`src/rtl/core/rsch_pkg.sv`:
```
// Shared types, widths, codes and helper functions for the ray segment clip and hit block.
package rsch_pkg;

    localparam int COORD_BITS = 16;
    localparam int DIFF_W     = COORD_BITS + 1;           // coordinate difference
    localparam int PROD_W     = 2 * DIFF_W;               // product of two differences
    localparam int TURN_W     = PROD_W + 1;               // orientation value
    localparam int CW         = 2 * COORD_BITS + 2;       // line constant c
    localparam int DET_W      = 2 * DIFF_W + 1;           // determinant
    localparam int NPROD_W    = DIFF_W + CW;              // numerator partial product
    localparam int NUM_W      = NPROD_W + 1;              // numerator
    localparam int DSUM_W     = PROD_W + 1;               // squared distance
    localparam int CNT_W      = $clog2(NUM_W);

    localparam logic OP_LOAD = 1'b0;
    localparam logic OP_WALL = 1'b1;

    typedef logic signed [COORD_BITS-1:0] t_coord;
    typedef logic signed [DIFF_W-1:0]     t_diff;

    typedef struct packed {
        logic   operation;
        t_coord first_x;
        t_coord first_y;
        t_coord second_x;
        t_coord second_y;
        logic   is_body;
        logic   last_wall;
    } t_in;

    typedef struct packed {
        t_coord clip_x;
        t_coord clip_y;
        logic   body_hit;
    } t_out;

    typedef enum logic [1:0] {
        TURN_COL,
        TURN_POS,
        TURN_NEG
    } t_turn;

    typedef enum logic [3:0] {
        ST_IDLE,
        ST_DIFF,
        ST_PROD,
        ST_TURN,
        ST_COEF,
        ST_CSUM,
        ST_NPROD,
        ST_NSUM,
        ST_DSTART,
        ST_DIV,
        ST_U,
        ST_SQ,
        ST_CMP,
        ST_DONE
    } t_state;

    typedef struct packed {
        logic ld_line;
        logic cap_wall;
        logic st_diff;
        logic st_prod;
        logic st_coef;
        logic st_csum;
        logic st_nprod;
        logic st_nsum;
        logic div_start;
        logic st_quot;
        logic st_u;
        logic st_sq;
        logic st_cmp;
        logic set_struck;
        logic ld_out;
    } t_cmd;

    typedef struct packed {
        logic hit;
        logic is_body;
        logic det_zero;
        logic div_done;
    } t_stat;

    function automatic t_diff f_dif(input t_coord a, input t_coord b);
        f_dif = DIFF_W'(a) - DIFF_W'(b);
    endfunction

    function automatic t_turn f_turn(input logic signed [TURN_W-1:0] v);
        if (v == '0) begin
            f_turn = TURN_COL;
        end else if (v[TURN_W-1]) begin
            f_turn = TURN_NEG;
        end else begin
            f_turn = TURN_POS;
        end
    endfunction

    // q lies in the box spanned by p and r
    function automatic logic f_within(input t_coord px, input t_coord py, input t_coord qx,
                                      input t_coord qy, input t_coord rx, input t_coord ry);
        t_coord hx, lx, hy, ly;
        hx = (px > rx) ? px : rx;
        lx = (px < rx) ? px : rx;
        hy = (py > ry) ? py : ry;
        ly = (py < ry) ? py : ry;
        f_within = (qx <= hx) && (qx >= lx) && (qy <= hy) && (qy >= ly);
    endfunction

    // clamp a quotient magnitude with sign to the coordinate range
    function automatic t_coord f_sat(input logic [NUM_W-1:0] mag, input logic neg);
        logic [NUM_W-1:0] pos_lim, neg_lim;
        t_coord low;
        pos_lim = (NUM_W'(1) << (COORD_BITS - 1)) - NUM_W'(1);
        neg_lim = NUM_W'(1) << (COORD_BITS - 1);
        low     = mag[COORD_BITS-1:0];
        if (neg) begin
            f_sat = (mag > neg_lim) ? t_coord'(neg_lim[COORD_BITS-1:0]) : -low;
        end else begin
            f_sat = (mag > pos_lim) ? t_coord'(pos_lim[COORD_BITS-1:0]) : low;
        end
    endfunction

endpackage

```
`src/rtl/core/rsch_ctrl.sv`:
```
// Controller: sequences one item through the datapath and owns the handshakes.
module rsch_ctrl import rsch_pkg::*; (
    input  logic  i_clk,
    input  logic  i_rst_n,
    input  logic  i_in_valid,
    input  logic  i_in_op,
    input  logic  i_in_last,
    input  logic  i_out_stall,
    input  t_stat i_stat,
    output logic  o_in_stall,
    output logic  o_out_valid,
    output t_cmd  o_cmd
);
    t_state r_state, n_state;
    logic   r_last, r_out_valid, out_free;

    assign out_free = !r_out_valid || !i_out_stall;

    always_ff @(posedge i_clk) begin
        if (!i_rst_n) begin
            r_state     <= ST_IDLE;
            r_last      <= 1'b0;
            r_out_valid <= 1'b0;
        end else begin
            r_state <= n_state;
            if (o_cmd.cap_wall) begin
                r_last <= i_in_last;
            end
            if (o_cmd.ld_out) begin
                r_out_valid <= 1'b1;
            end else if (!i_out_stall) begin
                r_out_valid <= 1'b0;
            end
        end
    end

    always_comb begin
        n_state    = r_state;
        o_cmd      = '0;
        o_in_stall = (r_state != ST_IDLE);
        case (r_state)
            ST_IDLE: begin
                if (i_in_valid) begin
                    if (i_in_op == OP_LOAD) begin
                        o_cmd.ld_line = 1'b1;
                    end else begin
                        o_cmd.cap_wall = 1'b1;
                        n_state        = ST_DIFF;
                    end
                end
            end
            ST_DIFF: begin
                o_cmd.st_diff = 1'b1;
                n_state       = ST_PROD;
            end
            ST_PROD: begin
                o_cmd.st_prod = 1'b1;
                n_state       = ST_TURN;
            end
            ST_TURN: begin
                if (!i_stat.hit) begin
                    n_state = ST_DONE;
                end else if (i_stat.is_body) begin
                    o_cmd.set_struck = 1'b1;
                    n_state          = ST_DONE;
                end else begin
                    n_state = ST_COEF;
                end
            end
            ST_COEF: begin
                o_cmd.st_coef = 1'b1;
                n_state       = ST_CSUM;
            end
            ST_CSUM: begin
                o_cmd.st_csum = 1'b1;
                n_state       = ST_NPROD;
            end
            ST_NPROD: begin
                o_cmd.st_nprod = 1'b1;
                n_state        = ST_NSUM;
            end
            ST_NSUM: begin
                o_cmd.st_nsum = 1'b1;
                n_state       = ST_DSTART;
            end
            ST_DSTART: begin
                if (i_stat.det_zero) begin
                    o_cmd.st_quot = 1'b1;
                    n_state       = ST_U;
                end else begin
                    o_cmd.div_start = 1'b1;
                    n_state         = ST_DIV;
                end
            end
            ST_DIV: begin
                if (i_stat.div_done) begin
                    o_cmd.st_quot = 1'b1;
                    n_state       = ST_U;
                end
            end
            ST_U: begin
                o_cmd.st_u = 1'b1;
                n_state    = ST_SQ;
            end
            ST_SQ: begin
                o_cmd.st_sq = 1'b1;
                n_state     = ST_CMP;
            end
            ST_CMP: begin
                o_cmd.st_cmp = 1'b1;
                n_state      = ST_DONE;
            end
            ST_DONE: begin
                // a last wall holds until the result register can take the beat
                if (!r_last) begin
                    n_state = ST_IDLE;
                end else if (out_free) begin
                    o_cmd.ld_out = 1'b1;
                    n_state      = ST_IDLE;
                end
            end
            default: begin
                n_state = ST_IDLE;
            end
        endcase
    end

    assign o_out_valid = r_out_valid;
endmodule

```
`config.mk`:
```
export PLATFORM = sky130hd
export DESIGN_NAME = rsch_ctrl
export DESIGN_NICKNAME = d
export VERILOG_FILES = /design/src/rtl/core/rsch_pkg.sv /design/src/rtl/core/rsch_ctrl.sv
export SDC_FILE = /design/constraint.sdc
export NUM_CORES = 1
export LEC_CHECK = 0
export ABC_AREA = 1
export BUFFER_PORTS_ARGS = -buffer_cell sky130_fd_sc_hd__buf_2
export CELL_PAD_IN_SITES_DETAIL_PLACEMENT = 0
export CELL_PAD_IN_SITES_GLOBAL_PLACEMENT = 1
export CORE_UTILIZATION = 27
export CTS_BUF_LIST = sky130_fd_sc_hd__clkbuf_2 sky130_fd_sc_hd__clkbuf_4 sky130_fd_sc_hd__clkbuf_8
export CTS_CLUSTER_DIAMETER = 100
export CTS_CLUSTER_SIZE = 20
export DETAILED_ROUTE_END_ITERATION = 8
export PLACE_DENSITY_LB_ADDON = 0.1
export SLEW_MARGIN = 10
export SYNTH_ARGS = -nofsm -noshare
export SYNTH_HDL_FRONTEND = slang
export SYNTH_SLANG_ARGS = --single-unit
```
`constraint.sdc`:
```
create_clock -name i_clk -period 1 [get_ports i_clk]
set_input_delay 0.2 -clock i_clk [delete_from_list [all_inputs] [get_ports i_clk]]
set_output_delay 0.2 -clock i_clk [all_outputs]
set_load 0.01 [all_outputs]
```
==> run_results.csv <==
group,metric,value,unit
run_status,outcome,"finished with violations",
run_status,violations,"setup timing",
worst_setup_path,critPathLaunch,"r_state[0]",
pwr,leakage,0.000584,µW
place,dp_hpwl,1.31,mm
place,gp_congestion,0.742,
pwr,vdd_ir_drop_max,0.820,mV
finish,diodes,0,
finish,nets,155,
pwr,p_int,593,µW
worst_hold_path,hold_path.class,"in2reg",
worst_setup_path,r2r_start,"r_state[0]",
synth,netlist_instances,93,
clock_tree,cts-htree-levels,1,
finish,final_cell_area,0.00110,mm²
finish,fill_cells,199,
pwr,p_sw_frac,0.336,
grt,grt_max_degree,6,
worst_setup_path,crit_arrival,1240,ps
worst_setup_path,cp_max_fo,4,
detailed_routing,wl_per_cell,10.2,µm
clock_tree,clockBufferDepth,2,
worst_hold_path,hp-start,"i_rst_n",
floorplan,fp.dieArea,0.00224,mm²
grt,overflow,0,
clock_tree,cts_tree,"built",
pwr,switching_power,300,µW
floorplan,die_x,47.3,µm
finish,drive_gt1_frac,0.750,
timing,timing.final.hold_violations,0,
floorplan,ios,27,
worst_setup_path,start_kind,"flop",
run,drv_cap,0,
synth,netlist_area,554,µm²
detailed_routing,vias,724,
clock_tree,cts_buffers,3,
timing,fin_skew,3.49,ps
synth,ys_warn_count,0,
timing,fmax,696,MHz
timing,slew_headroom,0.867,
finish,areaGrowthSynthToFinish,99.1,%
detailed_routing,firstDrtPassIters,4,
clock_tree,insertion_delay,240,ps
floorplan,start_util,0.285,
timing,period_minus_slack,1440,ps
timing,setup_viol,21,
clock_tree,cts.sinks,6,
clock_tree,cts-root-buf,"clkbuf_4",
timing,timing.final.ws_setup,-437,ps
grt,antenna_found_initial,0,
floorplan,core_area,0.00194,mm²
timing,rsz0062_at_grt,"true",
pwr,clkPwrFrac,0.303,
floorplan,std_cell_rows,16,
clock_tree,path_clk_slew,50,ps
synth,synth_seq_area_share,0.217,
place,placedCellCount,158,
timing,fin_crit_sh,1.44,
detailed_routing,vias_per_cell,4.23,
grt,grt_use_met3,0.0577,
grt,grt_use_met1,0.186,
worst_setup_path,crit_type,"reg2out",
pwr,powerDensity,810,mW/mm²
detailed_routing,drc,0,
place,placed_cell_area,833,µm²
finish,regArea,136,µm²
worst_setup_path,cp.required,800,ps
synth,synth_top_area_frac,0.217,
finish,post-route-util,0.568,
grt,grt_pass1_wl,2.46,mm
synth,yosys-top-cells-area,"dfxtp_1, nor2_1, inv_1, nand2_1, nor2_4",
timing,maxSlewViolCount,0,
grt,busiest_layer,"met2",
detailed_routing,drt_iter0_drc,5,
worst_setup_path,endpoint_kind,"output port",
pwr,seq_power_share,0.298,
pwr,power_frac_comb,0.399,
grt,gr-usage-all-layers,0.161,
floorplan,fp.dieH,47.3,µm
place,io_buffers,26,
finish,multiInputGateArea,477,µm²
detailed_routing,drt-total-wl,1.75,mm
grt,grtUsageMet2,0.301,
synth,synth_seq_cells,6,
synth,synthesis.nets,103,
synth,ys_types,20,
finish,final_cells,171,
grt,grt_pass1_vias,593,
synth,avgSynthCellArea,5.96,µm²
timing,worst_pin_slew,198,ps
detailed_routing,postRouteAntennaNets,0,
synth,yosys.area.top_type,"dfxtp_1",
==> flip-flops by register name, summed over array words and instances, names as in the netlist <==
| signal | count |
|---|---|
| r_state | 4 |
| o_out_valid | 1 |
| r_last | 1 |
==> routing by layer <==
metal | vias up | wire length [µm]
met5 | - | 0
met4 | 0 | 0
met3 | 0 | 79
met2 | 24 | 957
met1 | 314 | 714
li1 | 386 | -
==> final cells by class <==
cell class / count / share of cell area
timing repair buffer: 47 / 0.305
multi-input combinational: 65 / 0.432
inverter: 22 / 0.0816
tap: 27 / 0.0306
clock buffer: 4 / 0.0272
sequential: 6 / 0.124
==> worst paths after layout <==
kind              cells after the start  slack (ps)          end
hold reg to reg                       2         480  o_out_valid
setup / recovery                      5        -440     o_cmd[5]
setup reg to reg                      9        -250   r_state[1]
hold / removal                        3         190       r_last
==> cell families after synthesis <==
kind of cell	count (synthesis)	synth area share
compound gates	10	0.122
buf+inv	22	0.149
flops	6	0.217
simple gates	55	0.512
==> cell usage in the layout, fill, tap and decap left out, types with 3 or more instances in the layout <==
| cell | synthesis | layout |
|---|---|---|
| buf_2 | 0 | 23 |
| buf_4 | 0 | 13 |
| buf_6 | 0 | 11 |
| clkbuf_4 | 0 | 4 |
| dfxtp_4 | 0 | 4 |
| inv_1 | 16 | 10 |
| inv_2 | 6 | 9 |
| inv_4 | 0 | 3 |
| nand2_1 | 16 | 10 |
| nand2_2 | 6 | 8 |
| nand2_4 | 0 | 4 |
| nand3_2 | 1 | 5 |
| nor2_1 | 17 | 9 |
| nor2_2 | 3 | 6 |
| nor2_4 | 5 | 10 |
==> per-stage QoR <==
| stage | total power [µW] | TNS (ps) | setup WS (ps) | hold slack, ps |
|---|---|---|---|---|
| global placement | 531 | -2220 | -170 | 460 |
| finish | 894 | -6870 | -437 | 187 |
| global route | 960 | -8600 | -522 | 191 |
| floorplan | 429 | -147 | -35.0 | 342 |
| CTS | 813 | -6360 | -436 | 206 |
| detailed placement | 532 | -2320 | -168 | 459 |
==> power groups by stage <==
stage / Clock (µW) / Sequential [µW] / Combinational [µW]
2_1_floorplan: 0 / 275 / 154
4_1_cts: 282 / 266 / 265
3_3_place_gp: 0 / 276 / 255
6_report: 270 / 266 / 357
5_1_grt: 302 / 268 / 390
3_5_place_dp: 0 / 277 / 255
==> what timing repair did <==
item / 4_1_cts / 5_1_grt
resized for setup: 27 / 22
hold buffers: 0 / 0
setup buffers: 3 / 7
pin swaps: 5 / 19
setup endpoints to repair: 22 / 22
==> critical path, stage by stage, from the launching register on <==
cell and delay (ps):
dfxtp_4 380, inv_2 50, nor2_4 160, inv_2 70
o31ai_2 180, buf_2 160
==> synth_stat cells (all sizes together) <==
cell,n
nor2,25
inv,22
nand2,22
dfxtp,6
nand3,6
a21oi,4
o21ai,3
a22oi,1
a31oi,1
nand3b,1
nor3,1
o31ai,1
No activity file was read; power rests on OpenSTA's default activity.
